File: src/design/thread_slot_scheduler_defines.svh
// Assertion macros used by the scheduler top level.
`ifndef THREAD_SLOT_SCHEDULER_DEFINES_SVH
`define THREAD_SLOT_SCHEDULER_DEFINES_SVH

// Same-cycle implication, sampled on clk, off while arst_n is low.
`define TSS_ASSERT_NOW(label, ante, cons) \
	label: assert property (@(posedge clk) disable iff (!arst_n) (ante) |-> (cons)) \
		else $error("scheduler assertion failed");

// Next-cycle implication, sampled on clk, off while arst_n is low.
`define TSS_ASSERT_NEXT(label, ante, cons) \
	label: assert property (@(posedge clk) disable iff (!arst_n) (ante) |=> (cons)) \
		else $error("scheduler assertion failed");

`endif

File: src/design/tss_pkg.sv
// Types and codes of the thread slot scheduler.
package tss_pkg;

	typedef enum logic [1:0] {
		SLOT_UNUSED  = 2'd0,
		SLOT_READY   = 2'd1,
		SLOT_RUNNING = 2'd2,
		SLOT_BLOCKED = 2'd3
	} slot_state_t;

	typedef enum logic [1:0] {
		POL_ROUND_ROBIN = 2'd0,
		POL_LOWEST_SLOT = 2'd1,
		POL_SMALLEST_ID = 2'd2
	} policy_t;

	typedef enum logic {
		OP_TICK  = 1'b0,
		OP_WRITE = 1'b1
	} opcode_t;

	typedef enum logic [2:0] {
		SEQ_IDLE,
		SEQ_SAVE,
		SEQ_SCAN,
		SEQ_DRAIN,
		SEQ_FETCH,
		SEQ_OUT
	} seq_state_t;

	// Commands from the sequencer to the slot table
	typedef struct packed {
		logic load;      // write one slot from a write item
		logic save;      // save pointer into current slot, running -> ready
		logic scan_rd;   // read state and id at the scan index
		logic mark_run;  // mark the chosen slot running
		logic stack_rd;  // read the chosen slot's saved pointer
	} tbl_cmd_t;

	localparam int ID_W    = 16;
	localparam int STACK_W = 32;
	localparam int COUNT_W = 32;
	localparam int SLOT_W  = 4;

endpackage

File: src/design/tss_if.sv
// Handshake interfaces of the scheduler: request, result and policy write.
interface tss_req_if;
	logic        valid;
	logic        ready;
	logic        opcode;
	logic [3:0]  slot;
	logic [1:0]  slot_state;
	logic [15:0] slot_id;
	logic [31:0] stack_value;

	modport source (output valid, opcode, slot, slot_state, slot_id, stack_value, input ready);
	modport sink (input valid, opcode, slot, slot_state, slot_id, stack_value, output ready);
endinterface

interface tss_rsp_if;
	logic        valid;
	logic        ready;
	logic [31:0] next_stack;
	logic [3:0]  chosen_slot;
	logic        selected;
	logic        switched;
	logic [31:0] switch_count;

	modport source (output valid, next_stack, chosen_slot, selected, switched, switch_count,
		input ready);
	modport sink (input valid, next_stack, chosen_slot, selected, switched, switch_count,
		output ready);
endinterface

interface tss_cfg_if;
	logic       valid;
	logic       ready;
	logic [1:0] policy;

	modport source (output valid, policy, input ready);
	modport sink (input valid, policy, output ready);
endinterface

File: src/design/tss_slot_table.sv
// Slot table: states, thread ids and saved stack pointers with registered scan read.
module tss_slot_table #(
	parameter int SLOTS = 16,
	parameter int IW    = $clog2(SLOTS)
) (
	input  logic                          clk,
	input  logic                          arst_n,
	input  tss_pkg::tbl_cmd_t             cmd,
	input  logic [IW-1:0]                 load_idx,
	input  tss_pkg::slot_state_t          load_state,
	input  logic [tss_pkg::ID_W-1:0]      load_id,
	input  logic [tss_pkg::STACK_W-1:0]   stack_wdata,
	input  logic [IW-1:0]                 cur_idx,
	input  logic [IW-1:0]                 scan_idx,
	input  logic [IW-1:0]                 run_idx,
	output logic                          scan_vld_s1,
	output tss_pkg::slot_state_t          state_s1,
	output logic [tss_pkg::ID_W-1:0]      id_s1,
	output logic [IW-1:0]                 idx_s1,
	output logic [tss_pkg::STACK_W-1:0]   stack_rdata_q
);

	tss_pkg::slot_state_t            states_q [SLOTS];
	logic [SLOTS-1:0]                id_vld_q;
	logic [tss_pkg::ID_W-1:0]        id_mem [SLOTS];
	logic [tss_pkg::STACK_W-1:0]     stack_mem [SLOTS];
	logic [IW-1:0]                   st_addr;
	tss_pkg::slot_state_t            st_rd;
	logic [IW-1:0]                   stack_waddr;

	// one read port on the state array, shared by save and scan
	assign st_addr     = cmd.save ? cur_idx : scan_idx;
	assign st_rd       = states_q[st_addr];
	assign stack_waddr = cmd.load ? load_idx : cur_idx;

	always_ff @(posedge clk or negedge arst_n) begin
		if (!arst_n) begin
			for (int i = 0; i < SLOTS; i++) begin
				states_q[i] <= tss_pkg::SLOT_UNUSED;
			end
			id_vld_q    <= '0;
			scan_vld_s1 <= 1'b0;
		end else begin
			scan_vld_s1 <= cmd.scan_rd;
			if (cmd.load) begin
				states_q[load_idx] <= load_state;
				id_vld_q[load_idx] <= 1'b1;
			end else if (cmd.save && st_rd == tss_pkg::SLOT_RUNNING) begin
				states_q[cur_idx] <= tss_pkg::SLOT_READY;
			end else if (cmd.mark_run) begin
				states_q[run_idx] <= tss_pkg::SLOT_RUNNING;
			end
		end
	end

	always_ff @(posedge clk) begin
		if (cmd.load) begin
			id_mem[load_idx] <= load_id;
		end
		if (cmd.load || cmd.save) begin
			stack_mem[stack_waddr] <= stack_wdata;
		end
		if (cmd.stack_rd) begin
			stack_rdata_q <= stack_mem[run_idx];
		end
		if (cmd.scan_rd) begin
			state_s1 <= st_rd;
			id_s1    <= id_vld_q[scan_idx] ? id_mem[scan_idx] : '0;
			idx_s1   <= scan_idx;
		end
	end

endmodule

File: src/design/tss_pick_unit.sv
// Shared compare unit: keeps the best ready slot seen during a scan.
module tss_pick_unit #(
	parameter int SLOTS = 16,
	parameter int IW    = $clog2(SLOTS)
) (
	input  logic                       clk,
	input  logic                       arst_n,
	input  logic                       clr,
	input  tss_pkg::policy_t           policy,
	input  logic                       scan_vld_s1,
	input  tss_pkg::slot_state_t       state_s1,
	input  logic [tss_pkg::ID_W-1:0]   id_s1,
	input  logic [IW-1:0]              idx_s1,
	output logic                       found_q,
	output logic [IW-1:0]              best_idx_q
);

	logic [tss_pkg::ID_W-1:0] best_id_q;
	logic                     take;

	// first ready slot wins; by id, only a strictly smaller id replaces it
	assign take = scan_vld_s1 && state_s1 == tss_pkg::SLOT_READY &&
		(!found_q || (policy == tss_pkg::POL_SMALLEST_ID && id_s1 < best_id_q));

	always_ff @(posedge clk or negedge arst_n) begin
		if (!arst_n) begin
			found_q <= 1'b0;
		end else if (clr) begin
			found_q <= 1'b0;
		end else if (take) begin
			found_q <= 1'b1;
		end
	end

	always_ff @(posedge clk) begin
		if (take && !clr) begin
			best_idx_q <= idx_s1;
			best_id_q  <= id_s1;
		end
	end

endmodule

File: src/design/thread_slot_scheduler.sv
// Thread slot scheduler top level: sequencer, output register and policy register.
//
//  channel | dir | handshake           | carries
//  req     | in  | req.valid/req.ready | opcode, slot, slot_state, slot_id, stack_value
//  rsp     | out | rsp.valid/rsp.ready | next_stack, chosen_slot, selected, switched,
//          |     |                     | switch_count
//  cfg     | in  | cfg.valid/cfg.ready | policy
//
// A write item goes straight to result load; a tick runs save (with a current slot only),
// one slot a cycle through the shared compare unit, drain, pointer fetch, result load.
// Reset clears all slot states and ids, the current slot and the switch count; no
// clearing pass. A stalled result holds the sequencer in its last step until taken.
`include "thread_slot_scheduler_defines.svh"

module thread_slot_scheduler #(
	parameter int SLOTS = 16
) (
	input  logic      clk,
	input  logic      arst_n,
	tss_req_if.sink   req,
	tss_rsp_if.source rsp,
	tss_cfg_if.sink   cfg
);

	localparam int IW = $clog2(SLOTS);
	localparam int CW = $clog2(SLOTS + 1);

	tss_pkg::seq_state_t           state_q, state_nxt;
	tss_pkg::policy_t              policy_q;
	tss_pkg::tbl_cmd_t             cmd;
	tss_pkg::opcode_t              op_q;
	logic [tss_pkg::STACK_W-1:0]   stack_q;
	logic [IW-1:0]                 cur_q;
	logic                          cur_valid_q;
	logic [tss_pkg::COUNT_W-1:0]   switches_q;
	logic                          chg_q;
	logic [IW-1:0]                 scan_idx_q;
	logic [CW-1:0]                 cnt_q;
	logic                          accept;
	logic                          load_out;
	logic                          clr_pick;
	logic                          scan_last;
	logic [IW-1:0]                 load_idx;
	logic                          in_range;
	logic [IW-1:0]                 cur_wrap;
	logic [IW-1:0]                 scan_nxt;
	logic [tss_pkg::STACK_W-1:0]   stack_wdata;
	logic                          scan_vld_s1;
	tss_pkg::slot_state_t          state_s1;
	logic [tss_pkg::ID_W-1:0]      id_s1;
	logic [IW-1:0]                 idx_s1;
	logic [tss_pkg::STACK_W-1:0]   stack_rdata_q;
	logic                          found_q;
	logic [IW-1:0]                 best_idx_q;

	assign accept    = req.valid && req.ready;
	assign load_idx  = IW'(req.slot);
	assign in_range  = 32'(req.slot) < SLOTS;
	assign cur_wrap  = (cur_q == IW'(SLOTS - 1)) ? '0 : cur_q + 1'b1;
	assign scan_nxt  = (scan_idx_q == IW'(SLOTS - 1)) ? '0 : scan_idx_q + 1'b1;
	assign scan_last = cnt_q == CW'(SLOTS - 1);
	assign stack_wdata = cmd.load ? req.stack_value : stack_q;
	assign cfg.ready = 1'b1;

	always_comb begin
		state_nxt = state_q;
		cmd       = '0;
		req.ready = 1'b0;
		load_out  = 1'b0;
		clr_pick  = 1'b0;
		case (state_q)
			tss_pkg::SEQ_IDLE: begin
				req.ready = 1'b1;
				if (req.valid) begin
					clr_pick = 1'b1;
					if (tss_pkg::opcode_t'(req.opcode) == tss_pkg::OP_WRITE) begin
						cmd.load  = in_range;
						state_nxt = tss_pkg::SEQ_OUT;
					end else if (cur_valid_q) begin
						state_nxt = tss_pkg::SEQ_SAVE;
					end else begin
						state_nxt = tss_pkg::SEQ_SCAN;
					end
				end
			end
			tss_pkg::SEQ_SAVE: begin
				cmd.save  = 1'b1;
				state_nxt = tss_pkg::SEQ_SCAN;
			end
			tss_pkg::SEQ_SCAN: begin
				cmd.scan_rd = 1'b1;
				if (scan_last) begin
					state_nxt = tss_pkg::SEQ_DRAIN;
				end
			end
			tss_pkg::SEQ_DRAIN: begin
				state_nxt = tss_pkg::SEQ_FETCH;
			end
			tss_pkg::SEQ_FETCH: begin
				cmd.mark_run = found_q;
				cmd.stack_rd = found_q;
				state_nxt    = tss_pkg::SEQ_OUT;
			end
			tss_pkg::SEQ_OUT: begin
				if (!rsp.valid || rsp.ready) begin
					load_out  = 1'b1;
					state_nxt = tss_pkg::SEQ_IDLE;
				end
			end
			default: begin
				state_nxt = tss_pkg::SEQ_IDLE;
			end
		endcase
	end

	always_ff @(posedge clk or negedge arst_n) begin
		if (!arst_n) begin
			state_q     <= tss_pkg::SEQ_IDLE;
			policy_q    <= tss_pkg::POL_ROUND_ROBIN;
			cur_q       <= '0;
			cur_valid_q <= 1'b0;
			switches_q  <= '0;
			rsp.valid   <= 1'b0;
		end else begin
			state_q <= state_nxt;
			// drop policy code 3, keep the previous one
			if (cfg.valid && cfg.policy <= tss_pkg::POL_SMALLEST_ID) begin
				policy_q <= tss_pkg::policy_t'(cfg.policy);
			end
			if (state_q == tss_pkg::SEQ_FETCH && found_q) begin
				cur_q       <= best_idx_q;
				cur_valid_q <= 1'b1;
				if (!cur_valid_q || best_idx_q != cur_q) begin
					switches_q <= switches_q + 1'b1;
				end
			end
			if (load_out) begin
				rsp.valid <= 1'b1;
			end else if (rsp.ready) begin
				rsp.valid <= 1'b0;
			end
		end
	end

	always_ff @(posedge clk) begin
		if (accept) begin
			op_q    <= tss_pkg::opcode_t'(req.opcode);
			stack_q <= req.stack_value;
			cnt_q   <= '0;
			// round-robin starts after the current slot; others from slot 0
			if (cur_valid_q && policy_q == tss_pkg::POL_ROUND_ROBIN) begin
				scan_idx_q <= cur_wrap;
			end else begin
				scan_idx_q <= '0;
			end
		end else if (cmd.scan_rd) begin
			cnt_q      <= cnt_q + 1'b1;
			scan_idx_q <= scan_nxt;
		end
		if (state_q == tss_pkg::SEQ_FETCH) begin
			chg_q <= found_q && (!cur_valid_q || best_idx_q != cur_q);
		end
		if (load_out) begin
			if (op_q == tss_pkg::OP_WRITE) begin
				rsp.next_stack  <= '0;
				rsp.chosen_slot <= '0;
				rsp.selected    <= 1'b0;
				rsp.switched    <= 1'b0;
			end else begin
				rsp.next_stack  <= found_q ? stack_rdata_q : stack_q;
				rsp.chosen_slot <= cur_valid_q ? tss_pkg::SLOT_W'(cur_q) : '0;
				rsp.selected    <= found_q;
				rsp.switched    <= chg_q;
			end
			rsp.switch_count <= switches_q;
		end
	end

	tss_slot_table #(
		.SLOTS (SLOTS),
		.IW    (IW)
	) u_table (
		.clk           (clk),
		.arst_n        (arst_n),
		.cmd           (cmd),
		.load_idx      (load_idx),
		.load_state    (tss_pkg::slot_state_t'(req.slot_state)),
		.load_id       (req.slot_id),
		.stack_wdata   (stack_wdata),
		.cur_idx       (cur_q),
		.scan_idx      (scan_idx_q),
		.run_idx       (best_idx_q),
		.scan_vld_s1   (scan_vld_s1),
		.state_s1      (state_s1),
		.id_s1         (id_s1),
		.idx_s1        (idx_s1),
		.stack_rdata_q (stack_rdata_q)
	);

	tss_pick_unit #(
		.SLOTS (SLOTS),
		.IW    (IW)
	) u_pick (
		.clk         (clk),
		.arst_n      (arst_n),
		.clr         (clr_pick),
		.policy      (policy_q),
		.scan_vld_s1 (scan_vld_s1),
		.state_s1    (state_s1),
		.id_s1       (id_s1),
		.idx_s1      (idx_s1),
		.found_q     (found_q),
		.best_idx_q  (best_idx_q)
	);

	`TSS_ASSERT_NEXT(a_busy_after_accept, accept, state_q != tss_pkg::SEQ_IDLE)
	`TSS_ASSERT_NEXT(a_current_sticks, cur_valid_q, cur_valid_q)
	`TSS_ASSERT_NOW(a_save_needs_current, cmd.save, cur_valid_q)
	`TSS_ASSERT_NEXT(a_fetch_makes_current, state_q == tss_pkg::SEQ_FETCH && found_q,
		cur_valid_q && cur_q == $past(best_idx_q))
	`TSS_ASSERT_NOW(a_selected_has_current, rsp.valid && rsp.selected, cur_valid_q)

endmodule

File: src/flat_wrapper.sv
// flat-port wrapper written by rule: the top's interface ports become plain ports
module thread_slot_scheduler_flat 
#(
	parameter int SLOTS = 16
)
  (clk, arst_n, req_valid, req_opcode, req_slot, req_slot_state, req_slot_id, req_stack_value, req_ready, rsp_valid, rsp_next_stack, rsp_chosen_slot, rsp_selected, rsp_switched, rsp_switch_count, rsp_ready, cfg_valid, cfg_policy, cfg_ready);
  tss_req_if req_i ();
  tss_rsp_if rsp_i ();
  tss_cfg_if cfg_i ();
  input  logic clk;
  input  logic arst_n;
  input wire logic [$bits(req_i.valid)-1:0] req_valid;
  input wire logic [$bits(req_i.opcode)-1:0] req_opcode;
  input wire logic [$bits(req_i.slot)-1:0] req_slot;
  input wire logic [$bits(req_i.slot_state)-1:0] req_slot_state;
  input wire logic [$bits(req_i.slot_id)-1:0] req_slot_id;
  input wire logic [$bits(req_i.stack_value)-1:0] req_stack_value;
  output wire logic [$bits(req_i.ready)-1:0] req_ready;
  output wire logic [$bits(rsp_i.valid)-1:0] rsp_valid;
  output wire logic [$bits(rsp_i.next_stack)-1:0] rsp_next_stack;
  output wire logic [$bits(rsp_i.chosen_slot)-1:0] rsp_chosen_slot;
  output wire logic [$bits(rsp_i.selected)-1:0] rsp_selected;
  output wire logic [$bits(rsp_i.switched)-1:0] rsp_switched;
  output wire logic [$bits(rsp_i.switch_count)-1:0] rsp_switch_count;
  input wire logic [$bits(rsp_i.ready)-1:0] rsp_ready;
  input wire logic [$bits(cfg_i.valid)-1:0] cfg_valid;
  input wire logic [$bits(cfg_i.policy)-1:0] cfg_policy;
  output wire logic [$bits(cfg_i.ready)-1:0] cfg_ready;
  assign req_i.valid = req_valid;
  assign req_i.opcode = req_opcode;
  assign req_i.slot = req_slot;
  assign req_i.slot_state = req_slot_state;
  assign req_i.slot_id = req_slot_id;
  assign req_i.stack_value = req_stack_value;
  assign req_ready = req_i.ready;
  assign rsp_valid = rsp_i.valid;
  assign rsp_next_stack = rsp_i.next_stack;
  assign rsp_chosen_slot = rsp_i.chosen_slot;
  assign rsp_selected = rsp_i.selected;
  assign rsp_switched = rsp_i.switched;
  assign rsp_switch_count = rsp_i.switch_count;
  assign rsp_i.ready = rsp_ready;
  assign cfg_i.valid = cfg_valid;
  assign cfg_i.policy = cfg_policy;
  assign cfg_ready = cfg_i.ready;
  thread_slot_scheduler #(.SLOTS(SLOTS)) u_core (.clk(clk), .arst_n(arst_n), .req(req_i), .rsp(rsp_i), .cfg(cfg_i));
endmodule
File: config.mk
export PLATFORM = sky130hd
export DESIGN_NAME = thread_slot_scheduler_flat
export DESIGN_NICKNAME = d
export VERILOG_FILES = /design/src/design/tss_pkg.sv /design/src/design/tss_if.sv /design/src/design/tss_slot_table.sv /design/src/design/tss_pick_unit.sv /design/src/design/thread_slot_scheduler.sv /design/src/flat_wrapper.sv
export VERILOG_INCLUDE_DIRS = /design/src /design/src/design
export SDC_FILE = /design/constraint.sdc
export NUM_CORES = 1
export LEC_CHECK = 0
export BUFFER_PORTS_ARGS = -buffer_cell sky130_fd_sc_hd__buf_2
export CAP_MARGIN = 25
export CORE_ASPECT_RATIO = 0.7
export CORE_MARGIN = 5
export CORE_UTILIZATION = 55
export DETAILED_ROUTE_END_ITERATION = 10
export HOLD_SLACK_MARGIN = 0.03
export PLACE_DENSITY_LB_ADDON = 0.05
export SLEW_MARGIN = 20
export SYNTH_ARGS = -nofsm -noshare
export SYNTH_HDL_FRONTEND = slang
export SYNTH_SLANG_ARGS = --single-unit
File: constraint.sdc
create_clock -name clk -period 9.85 [get_ports clk]
set_input_delay 0.4925 -clock clk [delete_from_list [all_inputs] [get_ports clk]]
set_output_delay 0.4925 -clock clk [all_outputs]
set_load 0.01 [all_outputs]
-- After elaboration in Yosys (flattened, before gate mapping)
Memories as Yosys holds them, arrays and structs flattened. A register that Yosys moved wholly into a read port is not among the register bits.
Cells that the tools add are included.
- RAM bits: 768
- logic and storage cells: 167
- register bits after elaboration: 232
- output and inout bits: 73
- memories kept: 2
- memory list (memory ; words ; bits a word ; rd ports ; clocked after Yosys merged registers in ; wr ports ; line ; source):
    u_core.u_table.stack_mem ; 16 ; 32 ; 1 ; 1 ; 1 ; tss_slot_table.sv:26 ; logic [tss_pkg::STACK_W-1:0] stack_mem [SLOTS];
    u_core.u_table.id_mem ; 16 ; 16 ; 1 ; 1 ; 1 ; tss_slot_table.sv:25 ; logic [tss_pkg::ID_W-1:0] id_mem [SLOTS];
- $add $sub $neg: 4
- mux-type cells: 51
- bitwise logic cells: 12
- reduce and logical (&&, ||, !) cells: 32
- order comparisons: 12
- equal/unequal tests: 15
- operators by type and width (cell ; number):
    two-way mux 32 bit ; 5
    OR 16 bit ; 3
    adder 32 x 1 -> 32 bit, second input constant ; 1
    AND 16 bit ; 2
    bitwise mux 32 bit ; 1
    NOT 16 bit ; 2
    two-way mux 4 bit ; 7
    demux 2 bit (select 4 bit) ; 3
    greater-or-equal comparator 5 bit, second input constant ; 4
    two-way mux 1 bit ; 20
    NOT 4 -> 5 bit ; 4
    case mux 3 bit (6 select lines) ; 1
    less-than comparator 16 bit ; 1
    less-than comparator 5 x 1 -> 1 bit, second input constant ; 3
    logical AND 1 bit ; 14
    two-way mux 2 bit ; 7
    two-way mux 3 bit ; 4
    less-than comparator 4 x 5 -> 1 bit, second input constant ; 2
    adder 4 x 1 -> 4 bit, second input constant ; 2
    binary-select mux 2 bit (select 4 bit) ; 1
    == test 4 bit, second input constant ; 2
    == test 3 x 2 -> 1 bit, second input constant ; 2
    == test 3 bit, second input constant ; 2
    nonzero test 2 bit ; 3
    21 further kinds ; 30

-- Longest topological paths before layout
Gate-level depths: netlist of run 1.
- depth in word-level cells: 11
- mapped depth: 12
- mapped depth without buffers: 10

-- By module
A second synthesis of run 1 with hierarchy kept.
- cells, all modules: 2117
- area total of the unflattened synthesis: 41806.3 µm²
- by module, submodules not included (module ; times used ; sequential area each (µm²) ; cells an instance ; area an instance (µm²)):
    tss_slot_table ; 1 ; 25909.8 ; 1560 ; 33972.6
    thread_slot_scheduler ; 1 ; 4419.2 ; 477 ; 6759.0
    tss_pick_unit ; 1 ; 625.6 ; 80 ; 1074.8

-- Worst setup path after synthesis of run 1
No wires, ideal clock.
- kind: register to register
- start: register u_core.state_q[1]
- end: register u_core.rsp.chosen_slot[0] (enable)
- slack: 5.442 ns
- cell stages (with the launch flop): 4
- data arrival time: 3.901 ns
- data required time: 9.343 ns
- library setup time: 0.507 ns
- path buffers: 1
- cell sequence: dfrtp_1 clkbuf_1 nand3b_1 nor2b_1
- longest elaborated chain between the ends: 2
- RTL lines (what ; line ; source):
    from (decl) ; thread_slot_scheduler.sv:28 ; tss_pkg::seq_state_t state_q, state_nxt;
    from (signal assigned) ; thread_slot_scheduler.sv:118 ; state_q <= tss_pkg::SEQ_IDLE;
    from (signal assigned) ; thread_slot_scheduler.sv:125 ; state_q <= state_nxt;
    == test 3 bit ; thread_slot_scheduler.sv:71 ; case (state_q)
    two-way mux 1 bit ; thread_slot_scheduler.sv:71 ;
    via u_core.load_out ; thread_slot_scheduler.sv:40 ; logic load_out;
    to (signal assigned) ; thread_slot_scheduler.sv:171 ; rsp.chosen_slot <= cur_valid_q ? tss_pkg::SLOT_W'(cur_q) : '0;
    to (decl) ; tss_if.sv:24 ; modport source (output valid, next_stack, chosen_slot, selected, switched, switch_count,
The timed path passes the listed nets, and every way through them passes these cells.
A chain may end at the register's enable or synchronous reset.

-- Worst setup path after layout of run 1
- start: register u_core.state_q[0]
- end: register u_core.u_table.states_q[2] (netlist name)
- longest elaborated chain between the ends: 11
- RTL lines (what ; line ; source):
    == test 3 x 1 -> 1 bit ; thread_slot_scheduler.sv:71 ;
    two-way mux 1 bit ; thread_slot_scheduler.sv:71 ;
    two-way mux 4 bit ; tss_slot_table.sv:32 ; assign st_addr = cmd.save ? cur_idx : scan_idx;
    NOT 4 -> 5 bit (implied by the code) ; tss_slot_table.sv:33 ; assign st_rd = states_q[st_addr];
    binary-select mux 2 bit (select 4 bit) ; tss_slot_table.sv:33 ;
    two-way mux 2 bit (implied by the code) (2 in a row) ; tss_slot_table.sv:33 ;
    == test 2 bit ; tss_slot_table.sv:48 ; end else if (cmd.save && st_rd == tss_pkg::SLOT_RUNNING) begin
    logical AND 1 bit ; tss_slot_table.sv:48 ;
    two-way mux 32 bit ; tss_slot_table.sv:48 ;
    two-way mux 32 bit ; tss_slot_table.sv:45 ; if (cmd.load) begin
    to (signal, indexed assignment) ; tss_slot_table.sv:46 ; states_q[load_idx] <= load_state;
    to (signal, indexed assignment) ; tss_slot_table.sv:49 ; states_q[cur_idx] <= tss_pkg::SLOT_READY;
    to (signal, indexed assignment) ; tss_slot_table.sv:51 ; states_q[run_idx] <= tss_pkg::SLOT_RUNNING;
    to (decl) ; tss_slot_table.sv:23 ; tss_pkg::slot_state_t states_q [SLOTS];
Several ways; a longest one is shown, not always the timed one. The select of a mux whose other input is x is not followed.

==> results of run 1 <==
## metal layers
metal | GRT usage | vias up
met2 | 0.326 | 843
met1 | 0.382 | 11000
met4 | 0.0501 | 2
met5 | 0 | -
met3 | 0.0628 | 132
li1 | - | 8901
## power by group through the flow
stage	logic [mW]	registers (mW)	clock network, mW
after CTS	2.41	5.70	3.63
after global placement	2.32	5.77	0
final	2.42	5.71	3.56
after detailed placement	2.39	5.79	0
after global routing	2.62	5.74	3.83
after floorplan	1.63	5.71	0
## worst min-delay path by stage
stage / to / cells past startpoint
after floorplan: u_core.cur_q[0] / 0
after global placement: u_core.u_pick.best_idx_q[2] / 0
after detailed placement: u_core.u_pick.best_idx_q[0] / 0
after CTS: u_core.stack_q[27] / 1
after global routing: u_core.stack_q[27] / 1
final: u_core.stack_q[28] / 1
## worst reg2reg max path, delay by kind of cell, from the launching register on
family	cells	cell delay, ns
flip-flops	1	0.51
multiplexers	4	1.67
AO/OA/AOI/OAI	2	0.84
buffers and inverters	1	0.28
AND/OR/NAND/NOR	3	0.56
## cells in the mapped netlist, types with 2 or more instances
library cell / count
buf_4: 5
mux2i_1: 46
nand3_1: 50
o32ai_1: 7
a21o_1: 5
nand2_1: 167
or2_2: 15
nor3b_1: 3
ha_1: 23
buf_1: 26
inv_1: 43
a311oi_1: 2
nor2_1: 83
xor2_1: 13
and2_1: 7
nand4_1: 23
nand3b_1: 3
mux2_2: 3
a221oi_1: 4
o22ai_1: 11
a211oi_1: 10
o31ai_1: 2
edfxtp_1: 950
a21oi_1: 16
o311ai_1: 15
nor2b_1: 33
a31oi_1: 5
nor3_1: 4
and3_1: 11
a31o_1: 14
nand2b_1: 15
o21ai_0: 12
mux2_1: 2
a22oi_1: 2
and4_1: 4
buf_2: 6
xnor2_1: 27
o211ai_1: 3
mux4_2: 254
dfxtp_1: 5
clkbuf_1: 70
dfrtp_1: 93
## metrics by stage
step	hold slack [ns]	area [um2]	std cells	worst slack, ns
after detailed placement	0.408	43400	3175	6.02
final	0.0884	46700	3385	5.92
after global routing	0.0538	46700	3383	5.69
after global placement	0.404	43300	3168	6.07
after floorplan	0.197	41300	2107	5.44
after CTS	0.0463	46700	3380	5.97
## cell type report
class	instances	share of cell area
clock inverters	59	0.00902
flip-flops and latches	1048	0.662
multi-input cells	909	0.211
well taps	989	0.0265
diodes	2	0.000107
clock buffers	118	0.0550
inverters	43	0.00345
repair buffers	217	0.0323
## what timing repair did
action | 4_1_cts | 5_1_grt
hold endpoints to repair | 69 | 0
hold buffers | 28 | 0
buffers inserted | 0 | 0
## logic make-up (layout without fill, tap and decap cells)
| logic type | count (synthesis) | in the layout | share of synthesized area |
|---|---|---|---|
| compound gates | 114 | 114 | 0.0201 |
| other cells | 1 | 3 | 0.0000908 |
| flops | 1048 | 1048 | 0.750 |
| fa+ha+maj | 23 | 23 | 0.00697 |
| buf+inv | 150 | 437 | 0.0143 |
| xor+xnor | 40 | 40 | 0.00849 |
| simple gates | 425 | 425 | 0.0486 |
| mux | 306 | 306 | 0.152 |
## sequential cells by signal (all words and copies together), names as in the netlist, 5 cells and up
register and flops:
u_core.cnt_q 5, u_core.rsp.next_stack 32, u_core.rsp.switch_count 32, u_core.stack_q 32, u_core.switches_q 32, u_core.u_pick.best_id_q 16
u_core.u_table.id_mem 256, u_core.u_table.id_s1 16, u_core.u_table.id_vld_q 16, u_core.u_table.stack_mem 512, u_core.u_table.stack_rdata_q 32, u_core.u_table.states_q 32
==> summary.txt, run 1 <==
Row count: 84
Yosys top cell by area: edfxtp_1
CTS clk-pin slew, worst paths: 0.06 ns
Unrepaired setup endpoints after global routing: no
WL met2: 40.0 mm
Number of buffers added on ports: 133
Die Ht: 239 um
Worst Setup EP: u_core.u_table.states_q[2]
Final max-slew violation count: 0
Root buf cell: clkbuf_16
Peak supply drop: 0.159 mV
Mapped cell area: 41300 um2
Final GP Congestion: 0.894
Final WL: 93.7 mm
Setup Skew: 0.0238 ns
Largest net degree at the start of global routing: 103
LEAKAGE: 15.9 nW
Net Sw Frac: 0.277
Maxcap violations: 0
Final net count: 2401
Clk buf depth: 3
FF+latch area: 31000 um2
CTS buffer count: 97
Uppermost routed layer: met5
Design Power: 11.7 mW
Int Power: 8.45 mW
Critical Path, Cell by Cell: nor3b_4 -> buf_4 -> mux2i_4 -> mux4_2 -> mux2i_1 -> mux2_2 -> a211oi_2 -> a21oi_2 -> nand3_1 -> nand4_1
Post-synth EDFFs: 950
Syn Inst Count: 2107
Layout cell share with drive strength beyond 1: 0.263
Final Cycle Share: 0.399
First-pass detailed-route iteration total: 5
Multi-input gate area: 9880 um2
Total track usage: 0.235
Hold WC Path Type: input port to register
Worst slew pin tran: 1.08 ns
Fin util: 0.625
Hold Vio Cnt, Final: 0
Worst path required time: 10.44 ns
Status: finished clean
YS warnings: 0
Core Footprint: 74700 um2
Crit-path max FO: 18
Post-synth cell types: 57
Sw power: 3.23 mW
Num Clock Sinks: 1048
Combinational share of power: 0.207
Yosys reg bits: 1048
Largest cells by area after synthesis: edfxtp_1 (69%), mux4_2 (14%), dfrtp_1 (5.6%), nand2_1 (1.5%), mux2i_1 (1.1%)
Vias in the first global route: 20.9k
CP Class: register to register
Top Family by Delay on Critical Path: multiplexers
Drt wl/cell: 27.7 um
Die width: 337 um
CTS tree: done
CP endpoint kind: register
Commonest cells after routing, fill and taps aside: edfxtp_1 (950), mux4_2 (254), nand2_1 (166)
Initial antenna violation count: 4
Clock power frac: 0.305
Final ANT Viol Nets: 0
Die area: 80700 um2
Syn_nets: 2192
Hold Startpoint: req_stack_value[28]
1st-iter DRT viols: 2181
WP data arrival: 4.52 ns
Most common cell after layout, fill and taps aside: edfxtp_1
Synth Flop Type: edfxtp_1
Top-area cell type share of the netlist area: 0.691
Overflow after GRT: 0
Worst setup startpoint: u_core.state_q[0]
Sequential share of power: 0.489
Peak Freq: 254 MHz
Asr flop ratio synth: 0.0887
Post-Syn Area per Cell: 19.6 um2
First-pass GRT wire length: 139 mm
Final setup TNS: 0 ns
CP Launch Type: register
PD cells: 250 nW/um2
Worst relative slew slack: 0.277
Reg-to-reg slack, setup: 5.92 ns
Met3 Wirelength: 8.47 mm
Seq/Total Area, Yosys: 0.750
Worst Reg-to-Reg Cells: 10
Final setup vio count: 0
Worst-Skew Late Latency: 0.66 ns
Fillers: 5203
WP buf/inv: 1
Drt drc: 0
Min Tclk post-route: 3.93 ns
Ports: 135
Crit path largest cell delay: 0.75 ns
RR Startpoint: u_core.state_q[0]
Critical Path Stages: 10
Critical-path top delay cell: a21oi_2
H-tree levels: 3
Initial Util: 0.552
R2R Path End: u_core.u_table.states_q[2]
DPL Wire Length: 55.0 mm
Layout area overhead: 13.2%
Total number of vias: 20.9k
Met1 WL: 43.5 mm
CTS resizes: 0
Vias per cell: 6.18
(Power assumes the default switching activity.)
==> inputs of run 2 (changes only) <==
- clock period: 9.85 -> 3.6 ns (I/O delays scaled with it)
==> summary.txt, run 2 (same netlist as run 1, synthesis figures left out) <==
Fin area: 47600 um2 (+1.8%)
Drt drc: 0 (unchanged)
Hold WC Path Type: input port to register
Die Ht: 239 um (unchanged)
First-pass GRT wire length: 139 mm (+0.30%)
WP buf/inv: 3 (+2)
Worst-Skew Late Latency: 0.66 ns (about the same)
Final net count: 2460 (+2.5%)
Most common cell after layout, fill and taps aside: edfxtp_1
Number of buffers added on ports: 133 (unchanged)
LEAKAGE: 16.3 nW (+2.4%)
Vias per cell: 6.07 (-1.8%)
Initial antenna violation count: 2 (-2)
Critical-path top delay cell: dlygate4sd3_1
Layout area overhead: 15.3%
Largest net degree at the start of global routing: 135 (+31%)
CTS tree: done
WP data arrival: 3.97 ns (-0.55 ns)
Critical Path Stages: 12 (+2)
DPL Wire Length: 55.0 mm (about the same)
Final Cycle Share: 0.938 (+0.539)
H-tree levels: 3 (unchanged)
Final setup vio count: 0 (unchanged)
Status: finished clean
First-pass detailed-route iteration total: 5 (unchanged)
CP endpoint kind: register
Row count: 84 (unchanged)
Initial Util: 0.552 (unchanged)
Num Clock Sinks: 1048 (unchanged)
Peak supply drop: 0.405 mV (+150%)
Dpl cell area: 43700 um2 (+0.69%)
Min Tclk post-route: 3.38 ns (-0.553 ns)
Unrepaired setup endpoints after global routing: no
Top Family by Delay on Critical Path: multiplexers
PD cells: 692 nW/um2 (+180%)
Final setup TNS: 0 ns (unchanged)
Setup Skew: 0.0227 ns (-0.00106 ns)
Clk buf depth: 3 (unchanged)
Root buf cell: clkbuf_16
Layout cell share with drive strength beyond 1: 0.267 (+0.00385)
Worst Reg-to-Reg Cells: 12 (+2)
Cell count after placement: 3199 (+0.76%)
Maxcap violations: 0 (unchanged)
Critical Path, Cell by Cell: nor3b_4 -> mux2i_4 -> buf_12 -> mux4_2 -> mux2i_1 -> mux2_2 -> a211oi_2 -> a21oi_2 -> buf_4 -> nand3_1 -> dlygate4sd3_1 -> nand4_1
Largest regs: u_core.u_table.stack_mem: 512 flops, u_core.u_table.id_mem: 256 flops
Commonest cells after routing, fill and taps aside: edfxtp_1 (950), mux4_2 (254), nand2_1 (166)
Drt wl/cell: 27.2 um (-1.8%)
Final GP Congestion: 0.921 (+3.0%)
Vias in the first global route: 21.1k (+0.96%)
Worst slew pin tran: 1.03 ns (-0.0598 ns)
Total track usage: 0.236 (+0.000940)
Final ANT Viol Nets: 0 (unchanged)
Die area: 80700 um2 (unchanged)
CTS resizes: 0 (unchanged)
Hold_ws: 0.178 ns (+0.0901 ns)
Crit path largest cell delay: 0.57 ns (-0.18 ns)
Design Power: 32.9 mW (+180%)
Crit-path max FO: 17 (-1)
Flip-flop count of the largest register after layout: 512 (unchanged)
Fin cells: 3448 (+1.9%)
Register name with the most flops: u_core.u_table.stack_mem
Worst path required time: 4.19 ns (-6.25 ns)
Worst relative slew slack: 0.313 (+0.0367)
1st-iter DRT viols: 2061 (-5.5%)
CP Class: register to register
Hold Path Stages: 3 (+2)
Ports: 135 (unchanged)
Final max-slew violation count: 0 (unchanged)
CP Launch Type: register
Hold Vio Cnt, Final: 0 (unchanged)
Overflow after GRT: 0 (unchanged)
CTS buffer count: 98 (+1.0%)
Final WL: 93.7 mm (about the same)
Total number of vias: 20.9k (+0.024%)
Peak Freq: 296 MHz (+16%)
CTS clk-pin slew, worst paths: 0.06 ns (about the same)
Die width: 337 um (unchanged)
Core Footprint: 74700 um2 (unchanged)
[run 2: cell count changes in the layout (fill, tap and decap cells not counted), moves of 2 or more]
cell / change
clkinv_2: -8
buf_4: +14
buf_16: -4
inv_6: +2
buf_12: +14
dlygate4sd3_1: +36
clkbuf_1: +2
bufinv_16: +9
clkinvlp_4: +2
[run 2: final cells by class]
type,instances,area [um2]
antenna,2,5.00
clock buffer,118,2540
multi-input combinational,909,9880
timing repair buffer,275,2130
tap,989,1240
inverter,43,161
clock inverter,64,689
fill,5104,27100
sequential,1048,31000
[run 2: metrics by stage]
| stage | util | setup WS (ns) |
|---|---|---|
| 2_1_floorplan | - | -0.106 |
| 3_3_place_gp | 0.585 | 0.420 |
| 3_5_place_dp | 0.585 | 0.355 |
| 4_1_cts | 0.637 | 0.131 |
| 5_1_grt | 0.637 | 0.0865 |
| 6_report | 0.637 | 0.222 |
[run 2: timing repair]
action                                  in CTS  in global routing
endpoints found under the setup margin       0                  1
hold buffers                                64                  0
buffers inserted                             0                  1
hold endpoints to repair                   380                  0
[run 2: path summary, 6_finish.rpt]
| check | startpoint | to | slack [ns] |
|---|---|---|---|
| setup reg to reg | u_core.state_q[2] | u_core.u_table.states_q[16] | 0.22 |
| max in group asynchronous | arst_n | u_core.u_table.states_q[23] | 2.46 |
| hold / removal | req_slot[2] | u_core.u_table.states_q[3] | 0.18 |
| hold reg to reg | u_core.u_table.idx_s1[3] | u_core.u_pick.best_idx_q[3] | 0.42 |
| setup / recovery | u_core.state_q[2] | u_core.u_table.states_q[16] | 0.22 |
| min in group asynchronous | arst_n | u_core.u_table.id_vld_q[7] | 0.19 |
[run 2: layer usage]
| metal | global-route usage | up-vias | share of wire |
|---|---|---|---|
| li1 | - | 9031 | - |
| met4 | 0.0425 | 4 | 0.015 |
| met2 | 0.333 | 731 | 0.44 |
| met1 | 0.379 | 11100 | 0.46 |
| met3 | 0.0658 | 107 | 0.088 |
| met5 | 0.00887 | - | 0.0012 |
[run 2: worst register-to-register path: cells and delay by family, from the launching register on]
| kind | cells | cell delay [ns] |
|---|---|---|
| simple gates | 3 | 0.48 |
| buf+inv | 3 | 1.01 |
| mux | 4 | 1.18 |
| flops | 1 | 0.41 |
| compound gates | 2 | 0.24 |
[run 2: where the power goes]
group,total [mW],switching [mW],internal (mW)
combinational,6.88,4.07,2.81
sequential,15.6,0.614,15.0
clock,10.4,4.36,6.04
